==> config.mk <==
export PLATFORM = sky130hd
export DESIGN_NAME = nmea_sentence_checker_unit_flat
export DESIGN_NICKNAME = d
export VERILOG_FILES = /design/src/rtl/nsc_pkg.sv /design/src/rtl/nsc_in_if.sv /design/src/rtl/nsc_out_if.sv /design/src/rtl/nmea_sentence_checker_unit.sv /design/src/rtl/nsc_scanner.sv /design/src/rtl/nsc_classifier.sv /design/src/flat_wrapper.sv
export SDC_FILE = /design/constraint.sdc
export NUM_CORES = 1
export LEC_CHECK = 0
export BUFFER_PORTS_ARGS = -buffer_cell sky130_fd_sc_hd__buf_4
export CORE_MARGIN = 2
export CORE_UTILIZATION = 55
export DETAILED_ROUTE_END_ITERATION = 16
export PLACE_DENSITY_LB_ADDON = 0.15
export SYNTH_ARGS = -nofsm -noshare
export SYNTH_HDL_FRONTEND = slang
export SYNTH_HIERARCHICAL = 1
export SYNTH_SLANG_ARGS = --single-unit
==> constraint.sdc <==
create_clock -name clk -period 3.3 [get_ports clk]
set_clock_uncertainty 0.05 [all_clocks]
set_input_delay 0.495 -clock clk [delete_from_list [all_inputs] [get_ports clk]]
set_output_delay 0.495 -clock clk [all_outputs]
set_load 0.005 [all_outputs]
==> src/rtl/nsc_pkg.sv <==
package nsc_pkg;

  localparam logic [7:0] CH_NEWLINE = 8'd10;
  localparam logic [7:0] CH_DOLLAR  = 8'h24;
  localparam logic [7:0] CH_STAR    = 8'h2A;
  localparam logic [7:0] CH_COMMA   = 8'h2C;
  localparam logic [7:0] CH_G       = 8'h47;
  localparam logic [7:0] CH_P       = 8'h50;
  localparam logic [7:0] CH_N       = 8'h4E;

  localparam int unsigned NUM_KINDS = 6;

  typedef enum logic [2:0] {
    ST_BAD_PREFIX  = 3'd0,
    ST_NO_STAR     = 3'd1,
    ST_BAD_SUM     = 3'd2,
    ST_UNKNOWN     = 3'd3,
    ST_FEW_FIELDS  = 3'd4,
    ST_ACCEPTED    = 3'd5
  } status_t;

  typedef enum logic [2:0] {
    KIND_TXT  = 3'd0,
    KIND_RMC  = 3'd1,
    KIND_GGA  = 3'd2,
    KIND_GLL  = 3'd3,
    KIND_VTG  = 3'd4,
    KIND_ZDA  = 3'd5,
    KIND_NONE = 3'd6
  } kind_t;

  // field text: first char in chars[0], length saturates at 7
  typedef struct packed {
    logic [2:0]      len;
    logic [2:0][7:0] chars;
  } field_text_t;

  // line state as seen by the classifier when a newline arrives
  typedef struct packed {
    logic        prefix_ok;
    logic        star_seen;
    logic [7:0]  xor_at_star;
    logic [7:0]  hex_acc;
    logic        hex_ovf;
    logic [4:0]  commas_at_star;
    field_text_t f0_at_star;
    field_text_t f3_at_star;
  } line_sum_t;

  typedef struct packed {
    status_t    status;
    kind_t      kind;
    logic [4:0] field_count;
    logic [7:0] computed_sum;
    logic [7:0] received_sum;
  } result_t;

  // names packed with the first char in the low byte
  function automatic logic [23:0] kind_name(input logic [2:0] idx);
    logic [23:0] n;
    unique case (idx)
      KIND_TXT: n = "TXT";
      KIND_RMC: n = "CMR";
      KIND_GGA: n = "AGG";
      KIND_GLL: n = "LLG";
      KIND_VTG: n = "GTV";
      KIND_ZDA: n = "ADZ";
      default:  n = '0;
    endcase
    return n;
  endfunction

  function automatic logic [5:0] kind_min_fields(input logic [2:0] idx);
    logic [5:0] m;
    unique case (idx)
      KIND_TXT: m = 6'd5;
      KIND_RMC: m = 6'd11;
      KIND_GGA: m = 6'd14;
      KIND_GLL: m = 6'd7;
      KIND_VTG: m = 6'd9;
      KIND_ZDA: m = 6'd5;
      default:  m = '0;
    endcase
    return m;
  endfunction

endpackage

==> src/rtl/nsc_in_if.sv <==
interface nsc_in_if;
  logic       valid;
  logic       ready;
  logic [7:0] rx_byte;

  modport source (output valid, output rx_byte, input ready);
  modport sink   (input valid, input rx_byte, output ready);
endinterface

==> src/rtl/nsc_out_if.sv <==
interface nsc_out_if;
  logic       valid;
  logic       ready;
  logic [2:0] status;
  logic [2:0] sentence_kind;
  logic [4:0] field_count;
  logic [7:0] computed_sum;
  logic [7:0] received_sum;

  modport source (output valid, output status, output sentence_kind, output field_count,
                  output computed_sum, output received_sum, input ready);
  modport sink   (input valid, input status, input sentence_kind, input field_count,
                  input computed_sum, input received_sum, output ready);
endinterface

==> src/rtl/nmea_sentence_checker_unit.sv <==
// NMEA sentence checker.
// in_ch carries one received byte per word; a newline byte ends the line.
// out_ch carries one status word per line: status, sentence_kind,
// field_count, computed_sum and received_sum.
// Throughput: one byte per cycle, sustained, as long as out_ch drains.
// A newline passes the input register, then the result register, before its
// status word shows on out_ch. Bytes other than newline produce no word.
// The line state is a handful of small registers updated by one byte per
// cycle as long as out_ch drains; the status is decoded from them when the
// newline leaves the input register.
// Reset (rst_n low, synchronous) clears the line state and empties both
// registers. If out_ch stalls while a status word is held, ordinary bytes
// still flow; a following newline waits in the input register, and in_ch
// ready drops until the held word is taken.
module nmea_sentence_checker_unit
  import nsc_pkg::*;
#(
  parameter int unsigned MAX_FIELDS = 20
) (
  input  logic      clk,
  input  logic      rst_n,
  nsc_in_if.sink    in_ch,
  nsc_out_if.source out_ch
);

  logic       s1_valid_r, s1_valid_nxt;
  logic [7:0] s1_byte_r;
  logic       out_valid_r, out_valid_nxt;
  result_t    out_res_r;

  logic       out_free;
  logic       s1_is_nl;
  logic       s1_go;
  logic       in_take;
  line_sum_t  line_sum;
  result_t    result;

  assign out_free = !out_valid_r || out_ch.ready;
  assign s1_is_nl = (s1_byte_r == CH_NEWLINE);
  assign s1_go    = s1_valid_r && (!s1_is_nl || out_free);
  assign in_ch.ready = !s1_valid_r || s1_go;
  assign in_take  = in_ch.valid && in_ch.ready;

  nsc_scanner #(
    .MAX_FIELDS (MAX_FIELDS)
  ) u_scanner (
    .clk      (clk),
    .rst_n    (rst_n),
    .step     (s1_go),
    .byte_in  (s1_byte_r),
    .line_sum (line_sum)
  );

  nsc_classifier u_classifier (
    .line_sum (line_sum),
    .result   (result)
  );

  always_comb begin
    s1_valid_nxt = s1_valid_r;
    if (in_take) s1_valid_nxt = 1'b1;
    else if (s1_go) s1_valid_nxt = 1'b0;

    out_valid_nxt = out_valid_r;
    if (s1_go && s1_is_nl) out_valid_nxt = 1'b1;
    else if (out_ch.ready) out_valid_nxt = 1'b0;
  end

  always_ff @(posedge clk) begin
    if (!rst_n) begin
      s1_valid_r  <= 1'b0;
      out_valid_r <= 1'b0;
    end else begin
      s1_valid_r  <= s1_valid_nxt;
      out_valid_r <= out_valid_nxt;
    end
  end

  always_ff @(posedge clk) begin
    if (in_take) s1_byte_r <= in_ch.rx_byte;
    if (s1_go && s1_is_nl) out_res_r <= result;
  end

  assign out_ch.valid         = out_valid_r;
  assign out_ch.status        = out_res_r.status;
  assign out_ch.sentence_kind = out_res_r.kind;
  assign out_ch.field_count   = out_res_r.field_count;
  assign out_ch.computed_sum  = out_res_r.computed_sum;
  assign out_ch.received_sum  = out_res_r.received_sum;

endmodule

==> src/rtl/nsc_scanner.sv <==
module nsc_scanner
  import nsc_pkg::*;
#(
  parameter int unsigned MAX_FIELDS = 20
) (
  input  logic      clk,
  input  logic      rst_n,
  input  logic      step,
  input  logic [7:0] byte_in,
  output line_sum_t line_sum
);

  localparam logic [4:0] COMMA_SAT = 5'(MAX_FIELDS - 1);

  logic [1:0]  pos_r, pos_nxt;
  logic        prefix_good_r, prefix_good_nxt;
  logic [7:0]  run_xor_r, run_xor_nxt;
  logic [7:0]  xor_star_r, xor_star_nxt;
  logic        star_seen_r, star_seen_nxt;
  logic [7:0]  hex_acc_r, hex_acc_nxt;
  logic        hex_ovf_r, hex_ovf_nxt;
  logic        hex_stop_r, hex_stop_nxt;
  logic [4:0]  commas_r, commas_nxt;
  logic [4:0]  commas_star_r, commas_star_nxt;
  field_text_t f0_r, f0_nxt;
  field_text_t f3_r, f3_nxt;
  field_text_t f0_star_r, f0_star_nxt;
  field_text_t f3_star_r, f3_star_nxt;

  logic        digit_ok;
  logic [3:0]  digit;

  function automatic field_text_t text_append(input field_text_t t, input logic [7:0] b);
    field_text_t r;
    r = t;
    if (t.len < 3'd3) r.chars[t.len[1:0]] = b;
    if (t.len != 3'd7) r.len = t.len + 3'd1;
    return r;
  endfunction

  always_comb begin
    digit_ok = 1'b1;
    digit    = 4'd0;
    if (byte_in >= "0" && byte_in <= "9") begin
      digit = 4'(byte_in - "0");
    end else if (byte_in >= "a" && byte_in <= "f") begin
      digit = 4'(byte_in - "a" + 8'd10);
    end else if (byte_in >= "A" && byte_in <= "F") begin
      digit = 4'(byte_in - "A" + 8'd10);
    end else begin
      digit_ok = 1'b0;
    end
  end

  always_comb begin
    pos_nxt         = pos_r;
    prefix_good_nxt = prefix_good_r;
    run_xor_nxt     = run_xor_r;
    xor_star_nxt    = xor_star_r;
    star_seen_nxt   = star_seen_r;
    hex_acc_nxt     = hex_acc_r;
    hex_ovf_nxt     = hex_ovf_r;
    hex_stop_nxt    = hex_stop_r;
    commas_nxt      = commas_r;
    commas_star_nxt = commas_star_r;
    f0_nxt          = f0_r;
    f3_nxt          = f3_r;
    f0_star_nxt     = f0_star_r;
    f3_star_nxt     = f3_star_r;

    if (step) begin
      if (byte_in == CH_NEWLINE) begin
        pos_nxt         = '0;
        prefix_good_nxt = 1'b1;
        run_xor_nxt     = '0;
        xor_star_nxt    = '0;
        star_seen_nxt   = 1'b0;
        hex_acc_nxt     = '0;
        hex_ovf_nxt     = 1'b0;
        hex_stop_nxt    = 1'b0;
        commas_nxt      = '0;
        commas_star_nxt = '0;
        f0_nxt          = '0;
        f3_nxt          = '0;
        f0_star_nxt     = '0;
        f3_star_nxt     = '0;
      end else begin
        unique case (pos_r)
          2'd0:    prefix_good_nxt = prefix_good_r && (byte_in == CH_DOLLAR);
          2'd1:    prefix_good_nxt = prefix_good_r && (byte_in == CH_G);
          2'd2:    prefix_good_nxt = prefix_good_r && (byte_in == CH_P || byte_in == CH_N);
          default: prefix_good_nxt = prefix_good_r;
        endcase

        if (pos_r != 2'd0) begin
          if (byte_in == CH_STAR) begin
            xor_star_nxt    = run_xor_r;
            star_seen_nxt   = 1'b1;
            hex_acc_nxt     = '0;
            hex_ovf_nxt     = 1'b0;
            hex_stop_nxt    = 1'b0;
            commas_star_nxt = commas_r;
            f0_star_nxt     = f0_r;
            f3_star_nxt     = f3_r;
          end else if (star_seen_r && !hex_stop_r) begin
            if (!digit_ok) begin
              hex_stop_nxt = 1'b1;
            end else begin
              if (hex_acc_r[7:4] != 4'd0) hex_ovf_nxt = 1'b1;
              hex_acc_nxt = {hex_acc_r[3:0], digit};
            end
          end
          run_xor_nxt = run_xor_r ^ byte_in;
        end

        if (pos_r == 2'd3) begin
          if (byte_in == CH_COMMA) begin
            if (commas_r < COMMA_SAT) commas_nxt = commas_r + 5'd1;
          end else if (commas_r == 5'd0) begin
            f0_nxt = text_append(f0_r, byte_in);
          end else if (commas_r == 5'd3) begin
            f3_nxt = text_append(f3_r, byte_in);
          end
        end

        if (pos_r != 2'd3) pos_nxt = pos_r + 2'd1;
      end
    end
  end

  always_ff @(posedge clk) begin
    if (!rst_n) begin
      pos_r         <= '0;
      prefix_good_r <= 1'b1;
      run_xor_r     <= '0;
      xor_star_r    <= '0;
      star_seen_r   <= 1'b0;
      hex_acc_r     <= '0;
      hex_ovf_r     <= 1'b0;
      hex_stop_r    <= 1'b0;
      commas_r      <= '0;
      commas_star_r <= '0;
      f0_r          <= '0;
      f3_r          <= '0;
      f0_star_r     <= '0;
      f3_star_r     <= '0;
    end else begin
      pos_r         <= pos_nxt;
      prefix_good_r <= prefix_good_nxt;
      run_xor_r     <= run_xor_nxt;
      xor_star_r    <= xor_star_nxt;
      star_seen_r   <= star_seen_nxt;
      hex_acc_r     <= hex_acc_nxt;
      hex_ovf_r     <= hex_ovf_nxt;
      hex_stop_r    <= hex_stop_nxt;
      commas_r      <= commas_nxt;
      commas_star_r <= commas_star_nxt;
      f0_r          <= f0_nxt;
      f3_r          <= f3_nxt;
      f0_star_r     <= f0_star_nxt;
      f3_star_r     <= f3_star_nxt;
    end
  end

  assign line_sum.prefix_ok      = prefix_good_r && (pos_r == 2'd3);
  assign line_sum.star_seen      = star_seen_r;
  assign line_sum.xor_at_star    = xor_star_r;
  assign line_sum.hex_acc        = hex_acc_r;
  assign line_sum.hex_ovf        = hex_ovf_r;
  assign line_sum.commas_at_star = commas_star_r;
  assign line_sum.f0_at_star     = f0_star_r;
  assign line_sum.f3_at_star     = f3_star_r;

endmodule

==> src/rtl/nsc_classifier.sv <==
module nsc_classifier
  import nsc_pkg::*;
(
  input  line_sum_t line_sum,
  output result_t   result
);

  logic [5:0]           count;
  logic [NUM_KINDS-1:0] hit;
  logic [2:0]           sel;
  logic                 any_hit;

  assign count = {1'b0, line_sum.commas_at_star} + 6'd1;

  always_comb begin
    for (int i = 0; i < NUM_KINDS; i++) begin
      hit[i] = (line_sum.f0_at_star.len == 3'd3 &&
                line_sum.f0_at_star.chars == kind_name(3'(i))) ||
               (count >= 6'd4 && line_sum.f3_at_star.len == 3'd3 &&
                line_sum.f3_at_star.chars == kind_name(3'(i)));
    end
  end

  // lowest table index wins
  always_comb begin
    sel = 3'd0;
    for (int i = NUM_KINDS - 1; i >= 0; i--) begin
      if (hit[i]) sel = 3'(i);
    end
  end

  assign any_hit = |hit;

  always_comb begin
    result.status       = ST_BAD_PREFIX;
    result.kind         = KIND_NONE;
    result.field_count  = '0;
    result.computed_sum = '0;
    result.received_sum = '0;
    priority if (!line_sum.prefix_ok) begin
      result.status = ST_BAD_PREFIX;
    end else if (!line_sum.star_seen) begin
      result.status = ST_NO_STAR;
    end else begin
      result.computed_sum = line_sum.xor_at_star;
      result.received_sum = line_sum.hex_acc;
      if (line_sum.hex_ovf || line_sum.xor_at_star[7] ||
          line_sum.xor_at_star != line_sum.hex_acc) begin
        result.status = ST_BAD_SUM;
      end else begin
        result.field_count = count[4:0];
        if (!any_hit) begin
          result.status = ST_UNKNOWN;
        end else begin
          result.kind   = kind_t'(sel);
          result.status = (count >= kind_min_fields(sel)) ? ST_ACCEPTED : ST_FEW_FIELDS;
        end
      end
    end
  end

endmodule
==> src/flat_wrapper.sv <==
// flat-port wrapper written by rule: the top's interface ports become plain ports
module nmea_sentence_checker_unit_flat import nsc_pkg::*;
#(
  parameter int unsigned MAX_FIELDS = 20
)
  (clk, rst_n, in_ch_valid, in_ch_rx_byte, in_ch_ready, out_ch_valid, out_ch_status, out_ch_sentence_kind, out_ch_field_count, out_ch_computed_sum, out_ch_received_sum, out_ch_ready);
  nsc_in_if in_ch_i ();
  nsc_out_if out_ch_i ();
  input  logic clk;
  input  logic rst_n;
  input wire logic [$bits(in_ch_i.valid)-1:0] in_ch_valid;
  input wire logic [$bits(in_ch_i.rx_byte)-1:0] in_ch_rx_byte;
  output wire logic [$bits(in_ch_i.ready)-1:0] in_ch_ready;
  output wire logic [$bits(out_ch_i.valid)-1:0] out_ch_valid;
  output wire logic [$bits(out_ch_i.status)-1:0] out_ch_status;
  output wire logic [$bits(out_ch_i.sentence_kind)-1:0] out_ch_sentence_kind;
  output wire logic [$bits(out_ch_i.field_count)-1:0] out_ch_field_count;
  output wire logic [$bits(out_ch_i.computed_sum)-1:0] out_ch_computed_sum;
  output wire logic [$bits(out_ch_i.received_sum)-1:0] out_ch_received_sum;
  input wire logic [$bits(out_ch_i.ready)-1:0] out_ch_ready;
  assign in_ch_i.valid = in_ch_valid;
  assign in_ch_i.rx_byte = in_ch_rx_byte;
  assign in_ch_ready = in_ch_i.ready;
  assign out_ch_valid = out_ch_i.valid;
  assign out_ch_status = out_ch_i.status;
  assign out_ch_sentence_kind = out_ch_i.sentence_kind;
  assign out_ch_field_count = out_ch_i.field_count;
  assign out_ch_computed_sum = out_ch_i.computed_sum;
  assign out_ch_received_sum = out_ch_i.received_sum;
  assign out_ch_i.ready = out_ch_ready;
  nmea_sentence_checker_unit #(.MAX_FIELDS(MAX_FIELDS)) u_core (.clk(clk), .rst_n(rst_n), .in_ch(in_ch_i), .out_ch(out_ch_i));
endmodule
# ---- Word-level counts from Yosys, hierarchy flattened
# Cells that the tools add are included.
dict set report word_totals {
  output_inout_bits 29
  in_bits 12
  register_bits 185
}
dict set report op_classes {
  add_sub_neg 10
  reduce_logical 82
  magnitude_cmp 15
  muxes 85
  eq_ne 37
  n_bitwise 4
}
# operator n
set op_table {}
lappend op_table {{27-bit two-way mux} 15}
lappend op_table {{24-bit by 23-bit equality test with 1-bit output, second input constant} 12}
lappend op_table {{8-bit two-way mux} 12}
lappend op_table {{24-bit bitwise mux} 2}
lappend op_table {{24-bit two-way mux} 2}
lappend op_table {{5-bit two-way mux} 7}
lappend op_table {{8-bit demux with 2-bit select} 2}
lappend op_table {{2-bit nonzero test} 15}
lappend op_table {{1-bit logical AND} 26}
lappend op_table {{8-bit by 6-bit equality test with 1-bit output, second input constant} 3}
lappend op_table {{8-bit by 7-bit equality test with 1-bit output, second input constant} 3}
lappend op_table {{1-bit two-way mux} 24}
lappend op_table {{3-bit two-way mux} 8}
lappend op_table {{6-bit two-way mux} 4}
lappend op_table {{4-bit one-hot mux with 5 select lines} 1}
lappend op_table {{8-bit by 7-bit >= comparator with 1-bit output, second input constant} 2}
lappend op_table {{8-bit by 7-bit <= comparator with 1-bit output, second input constant} 2}
lappend op_table {{5-bit AND reduction} 3}
lappend op_table {{3-bit by 2-bit equality test with 1-bit output, second input constant} 4}
lappend op_table {{1-bit logical OR} 12}
lappend op_table {{4-bit two-way mux} 3}
lappend op_table {{4-bit AND reduction} 3}
lappend op_table {{6-bit AND reduction} 2}
lappend op_table {{4-bit by 1-bit subtractor with 4-bit output, second input constant} 3}
lappend op_table {{other kinds (40)} 63}

# ---- Logic depth before layout (Yosys ltp)
dict set report logic_depth {
  word_depth 23
  depth_mapped 13
  depth_no_buf 13
}

# ---- By module
# Netlist, hierarchy kept.
# mod area_each_um2 instances cells_each
set by_module_without_submodules {}
lappend by_module_without_submodules {nsc_scanner 5754.3 1 567}
lappend by_module_without_submodules {nmea_sentence_checker_unit 1198.6 1 50}
lappend by_module_without_submodules {nsc_classifier 1068.5 1 149}

# ---- Worst setup path before layout
# OpenSTA, ideal clock, no wires.
dict set report synth_timing {
  kind {reg2reg}
  start {register u_core.u_scanner.commas_star_r[0]}
  end {register u_core.out_res_r (netlist bit u_core/out_ch.status[0]) (data pin)}
  period_less_slack_ns 3.186
  path_stages_with_launch 14
  path_buffers 0
  t_arrival_ns 2.880
  t_required_ns 2.994
  slack_ns 0.114
  path_cell_list {dfxtp_1 ha_1 or4_4 nand4_2 nor4_2 a31o_4 or3_2 ha_1 nand2b_1 a21oi_1 nor2b_1 o21ai_0 nand4b_1 o211a_1}
}
dict set report synth_between {
  elab_chain_len 23
  word_cells_on_any_way 39
  cone_classes {1 x add/sub; 2 x order compare; 5 x eq/ne; 15 x mux; 16 x reduce/logical}
}
# element line_no
set synth_lines {}
lappend synth_lines {{start, declared} nsc_scanner.sv:24} ;# logic [4:0] commas_star_r, commas_star_nxt;
lappend synth_lines {{start signal, assigned} nsc_scanner.sv:157} ;# commas_star_r <= commas_star_nxt;
lappend synth_lines {{5-bit by 1-bit adder with 6-bit output (*)} nsc_classifier.sv:13} ;# assign count = {1'b0, line_sum.commas_at_star} + 6'd1;
lappend synth_lines {{6-bit by 3-bit >= comparator with 1-bit output} nsc_classifier.sv:19} ;# (count >= 6'd4 && line_sum.f3_at_star.len == 3'd3 &&
lappend synth_lines {{1-bit logical AND (2 in series)} nsc_classifier.sv:19}
lappend synth_lines {{1-bit logical OR} nsc_classifier.sv:18} ;# line_sum.f0_at_star.chars == kind_name(3'(i))) ||
lappend synth_lines {{3-bit two-way mux (6 in series)} nsc_classifier.sv:28} ;# if (hit[i]) sel = 3'(i);
lappend synth_lines {{3-bit equality test / 3-bit zero test (equally long branches)} nsc_pkg.sv:75} ;# unique case (idx)
lappend synth_lines {{2-bit OR reduction (no line)} n/a}
lappend synth_lines {{4-bit one-hot mux with 5 select lines} nsc_pkg.sv:75}
lappend synth_lines {{6-bit two-way mux} nsc_classifier.sv:52} ;# if (!any_hit) begin
lappend synth_lines {{6-bit two-way mux} nsc_classifier.sv:47} ;# if (line_sum.hex_ovf || line_sum.xor_at_star[7] ||
lappend synth_lines {{6-bit two-way mux} nsc_classifier.sv:42} ;# end else if (!line_sum.star_seen) begin
lappend synth_lines {{6-bit two-way mux} nsc_classifier.sv:40} ;# priority if (!line_sum.prefix_ok) begin
lappend synth_lines {{6-bit >= comparator} nsc_classifier.sv:56} ;# result.status = (count >= kind_min_fields(sel)) ? ST_ACCEPTED : ST_FEW_FIELDS;
lappend synth_lines {{1-bit two-way mux} nsc_classifier.sv:56}
lappend synth_lines {{2-bit two-way mux (*)} nsc_classifier.sv:52}
lappend synth_lines {{2-bit two-way mux (*)} nsc_classifier.sv:47}
lappend synth_lines {{1-bit two-way mux (*)} nsc_classifier.sv:42}
lappend synth_lines {{end signal, assigned} nmea_sentence_checker_unit.sv:81} ;# if (s1_go && s1_is_nl) out_res_r <= result;
lappend synth_lines {{end, declared} nmea_sentence_checker_unit.sv:29} ;# result_t out_res_r;
# Every way passes the cells marked *; elsewhere a longest branch is shown, timed or not. The select of a mux whose other input is x is not followed.
# A chain may end at the register's enable or synchronous reset.

# ---- Worst setup path in the final report
dict set report layout_timing {
  start {register u_core.u_scanner.f0_star_r (netlist bit u_core/u_scanner/line_sum[53])}
  end {register u_core.out_res_r (netlist bit u_core/out_ch.status[0]) (data pin)}
}
dict set report layout_between {
  elab_chain_len 21
  word_cells_on_any_way 37
  cone_classes {1 x order compare; 6 x eq/ne; 15 x mux; 15 x reduce/logical}
}
# element line_no
set layout_lines {}
lappend layout_lines {{start, declared} nsc_scanner.sv:27} ;# field_text_t f0_star_r, f0_star_nxt;
lappend layout_lines {{start signal, assigned} nsc_scanner.sv:160} ;# f0_star_r <= f0_star_nxt;
lappend layout_lines {{3-bit by 2-bit equality test with 1-bit output (*)} nsc_classifier.sv:17} ;# hit[i] = (line_sum.f0_at_star.len == 3'd3 &&
lappend layout_lines {{1-bit logical AND} nsc_classifier.sv:17}
lappend layout_lines {{1-bit logical OR} nsc_classifier.sv:18}
lappend layout_lines {{3-bit two-way mux (6 in series)} nsc_classifier.sv:28}
lappend layout_lines {{3-bit equality test / 3-bit zero test (equally long branches)} nsc_pkg.sv:75}
lappend layout_lines {{2-bit OR reduction (no line)} n/a}
lappend layout_lines {{4-bit one-hot mux with 5 select lines} nsc_pkg.sv:75}
lappend layout_lines {{6-bit two-way mux} nsc_classifier.sv:52}
lappend layout_lines {{6-bit two-way mux} nsc_classifier.sv:47}
lappend layout_lines {{6-bit two-way mux} nsc_classifier.sv:42}
lappend layout_lines {{6-bit two-way mux} nsc_classifier.sv:40}
lappend layout_lines {{6-bit >= comparator} nsc_classifier.sv:56}
lappend layout_lines {{1-bit two-way mux} nsc_classifier.sv:56}
lappend layout_lines {{2-bit two-way mux (*)} nsc_classifier.sv:52}
lappend layout_lines {{2-bit two-way mux (*)} nsc_classifier.sv:47}
lappend layout_lines {{1-bit two-way mux (*)} nsc_classifier.sv:42}
# Marks and branches as above.

==> summary.txt <==
Run status
  • Status: finished clean

Layout
  • Area growth syn-to-layout: 15.0%
  • Fill cell count: 1146
  • Net count reported at finish: 854
  • Commonest non-fill, non-tap cells in the layout: dfxtp_1, buf_4, a22o_1
  • Layout cells sized above 1: 17.3%
  • Core Util, Final: 64.2%
  • Antenna diodes: 0
  • Layout Cells excl Fill: 1011
  • Most common cell after layout, fill and taps aside: dfxtp_1

Synth
  • #FFs+latches synth: 185
  • Synth top area cells: dfxtp_1, edfxtp_1, a22o_1, ha_1, nand3_1
  • Fraction of registers with async set/reset: 0%
  • Unique masters post-synth: 79
  • Area leader, netlist: dfxtp_1
  • Post-synth EDFFs: 35
  • Syn nets: 805
  • Synth Flop Type: dfxtp_1
  • Cells after synthesis: 766
  • Synth warn: 6
  • Mean post-synth cell area: 10.5 µm²
  • Post-synth top area share: 37.4%
  • Post-synthesis sequential area ratio: 50.5%
  • Syn Std Cell Area: 8020 µm²

Min path
  • Min-Delay Path Class: input port to register

Timing
  • Final setup vio count: 0
  • Period minus WS final: 3.16 ns
  • Slew Limit Headroom: 47.0%
  • RSZ-0062 raised after global routing: false
  • Setup TNS: 0 ns
  • Final slew viol count: 0
  • Final Cycle Share: 95.7%
  • Hold Vio Cnt, Final: 0
  • Fmax: 0.317 GHz
  • Slew of the pin with the lowest slew margin: 0.785 ns

Critical path
  • CP max-delay cell: nor4_2
  • Critical path peak fanout: 3
  • Critical Path Start Type: register
  • Worst EP required: 3.44 ns
  • CP arrival: 3.30 ns
  • CP endpoint kind: register
  • Critical path type: register to register
  • Worst reg-to-reg setup slack: 0.14 ns
  • Critical Path, Cell by Cell: nor4bb_4 -> buf_4 -> nand4_1 -> nor4_2 -> buf_4 -> a21oi_2 -> or3_4 -> ha_4 -> nand2b_4 -> a21oi_2 -> nor2b_1 -> o21ai_1 -> nand4b_1 -> o211a_1
  • Slowest stage delay, CP: 0.39 ns

Placed design
  • Dpl cells: 978
  • RD Place Congestion: 0.868
  • Post-DP HPWL: 13.1 mm
  • Port Buffer Count: 40

Global routing
  • Vias in the first global route: 5980
  • Overflow after GRT: 0
  • Antenna violations before repair: 0
  • Overall global routing resource usage: 24.3%
  • Global-route wire length before repair: 30.5 mm
  • Largest net degree at the start of global routing: 69

Floorplanning
  • Chip height: 125 µm
  • Die Width: 125 µm
  • Initial Util: 55.8%
  • Row cnt: 44
  • Core footprint: 14400 µm²
  • I/O pins: 41
  • Die ar.: 15600 µm²

Run
  • Max_cap viols: 0

Clock network
  • Reg clk slew, reported paths: 0.06 ns
  • Inserted Clock Buffers: 17
  • CTS tree: done
  • Worst skew pair latency: 0.43 ns
  • Clock Tree Buf Depth: 2
  • CTS Root Cell: clkbuf_16
  • # H-tree levels: 4
  • Clk sink count: 185

Power and ir drop
  • PwrDens: 487 nW/µm²
  • Static Leak: 0.00363 µW
  • Maximum VDD drop: 0.000372 V

Detailed routing
  • Per-cell routed wire length: 18.4 µm
  • First drt pass iteration count: 5
  • Via density: 6.18
  • Via count: 6248
  • Initial detailed-routing violation count: 589
  • Drc violations: 0
  • Final ANT Viol Nets: 0
  • Routed wire length: 18.6 mm
-- registers in the layout (all words and copies together) (netlist names) --
name                            flops
u_core/u_scanner/star_seen_r        1
u_core/out_ch.received_sum          8
u_core/u_scanner/prefix_good_r      1
u_core/u_scanner/hex_ovf_r          1
u_core/u_scanner/hex_stop_r         1
u_core/u_scanner/hex_acc_r          8
u_core/out_ch.field_count           5
u_core/out_ch.status                3
u_core/u_scanner/commas_star_r      5
u_core/u_scanner/line_sum          54
u_core/u_scanner/run_xor_r          8
u_core/out_ch.valid                 1
u_core/s1_byte_r                    8
u_core/u_scanner/f0_r              27
u_core/u_scanner/f3_r              27
u_core/out_ch.sentence_kind         3
u_core/u_scanner/commas_r           5
u_core/u_scanner/xor_star_r         8
u_core/out_ch.computed_sum          8
u_core/s1_valid_r                   1
u_core/u_scanner/pos_r              2
-- Yosys cell counts, types with 7 or more instances --
cell,number
nor2_1,29
ha_1,27
edfxtp_1,35
nand2b_1,7
nor3b_1,8
o22ai_1,7
clkbuf_1,18
xor2_1,15
dfxtp_1,150
a21oi_1,9
nand3_1,54
and2_1,7
buf_4,9
o21ai_0,48
buf_2,16
a32o_1,10
inv_1,18
mux2i_1,9
nor2b_1,10
and3_1,20
nor4_1,10
nand2_1,56
a22o_1,68
nand4_1,16
-- worst max-delay path: cells and delay by family (launching register included) --
family | cells | cell delay, ns
AO/OA/AOI/OAI | 4 | 0.49
adder cells (fa/ha/maj) | 1 | 0.21
AND/OR/NAND/NOR | 7 | 1.52
flip-flops | 1 | 0.33
buffers and inverters | 2 | 0.32
-- power by group --
part | internal, µW | switching [µW] | total, µW
Sequential | 2310 | 13.8 | 2320
Clock | 1150 | 841 | 2000
Combinational | 54.4 | 119 | 173
Total | 3520 | 973 | 4490
-- final timing paths --
kind / startpoint / endpoint / cells past startpoint
min: in_ch_rx_byte[0] / u_core/s1_byte_r[0]$_DFFE_PP_ / 1
max reg2reg: u_core/u_scanner/line_sum[53]$_SDFFE_PN0P_ / u_core/out_ch.status[0]$_DFFE_PP_ / 14
max: u_core/u_scanner/line_sum[53]$_SDFFE_PN0P_ / u_core/out_ch.status[0]$_DFFE_PP_ / 14
min reg2reg: u_core/u_scanner/f0_r[18]$_SDFFE_PN0P_ / u_core/u_scanner/line_sum[45]$_SDFFE_PN0P_ / 1
-- metrics by stage --
| stage | total power (µW) | worst slack [ns] | area [µm²] | hold slack (ns) |
|---|---|---|---|---|
| global placement | 2540 | -0.105 | 8590 | 0.398 |
| floorplan | 2480 | 0.114 | 8020 | 0.385 |
| CTS | 4520 | 0.0254 | 9170 | 0.180 |
| finish | 4490 | 0.141 | 9230 | 0.192 |
| detailed placement | 2540 | -0.163 | 8590 | 0.401 |
| global route | 4620 | 0.0132 | 9230 | 0.176 |
-- cell families (layout without fill, tap and decap cells) --
group	after synthesis	in the layout	synth area share [%]
mux	9	9	1.12
xor+xnor	19	19	2.07
buf+inv	65	126	3.99
simple gates	268	268	19.5
flops	185	185	50.5
compound gates	193	193	18.6
fa+ha+maj	27	27	4.21
-- metal layers --
layer	wire (µm)	share of wire (%)	global-route usage, %
met1	8680	47	34.1
met2	8440	45	37.3
met3	1020	5.5	4.38
met4	459	2.5	9.72
met5	0	0	0
-- area by class of cell --
type,instances,area [µm²],area share [%]
Sequential cell,185,4060,44.0
Tap cell,184,230,2.49
Inverter,19,71.3,0.773
Timing Repair Buffer,76,596,6.45
Clock buffer,20,458,4.96
Clock inverter,11,116,1.26
Multi-Input combinational cell,516,3700,40.1
-- repair_timing --
item / CTS / global route
pin swaps: 1 / 4
gates resized for setup: 2 / 8
buffers inserted: 0 / 2
cloned: 0 / 0
hold buffers: 0 / 0
setup endpoints to repair: 1 / 1
Power figures use the tool's default switching activity.
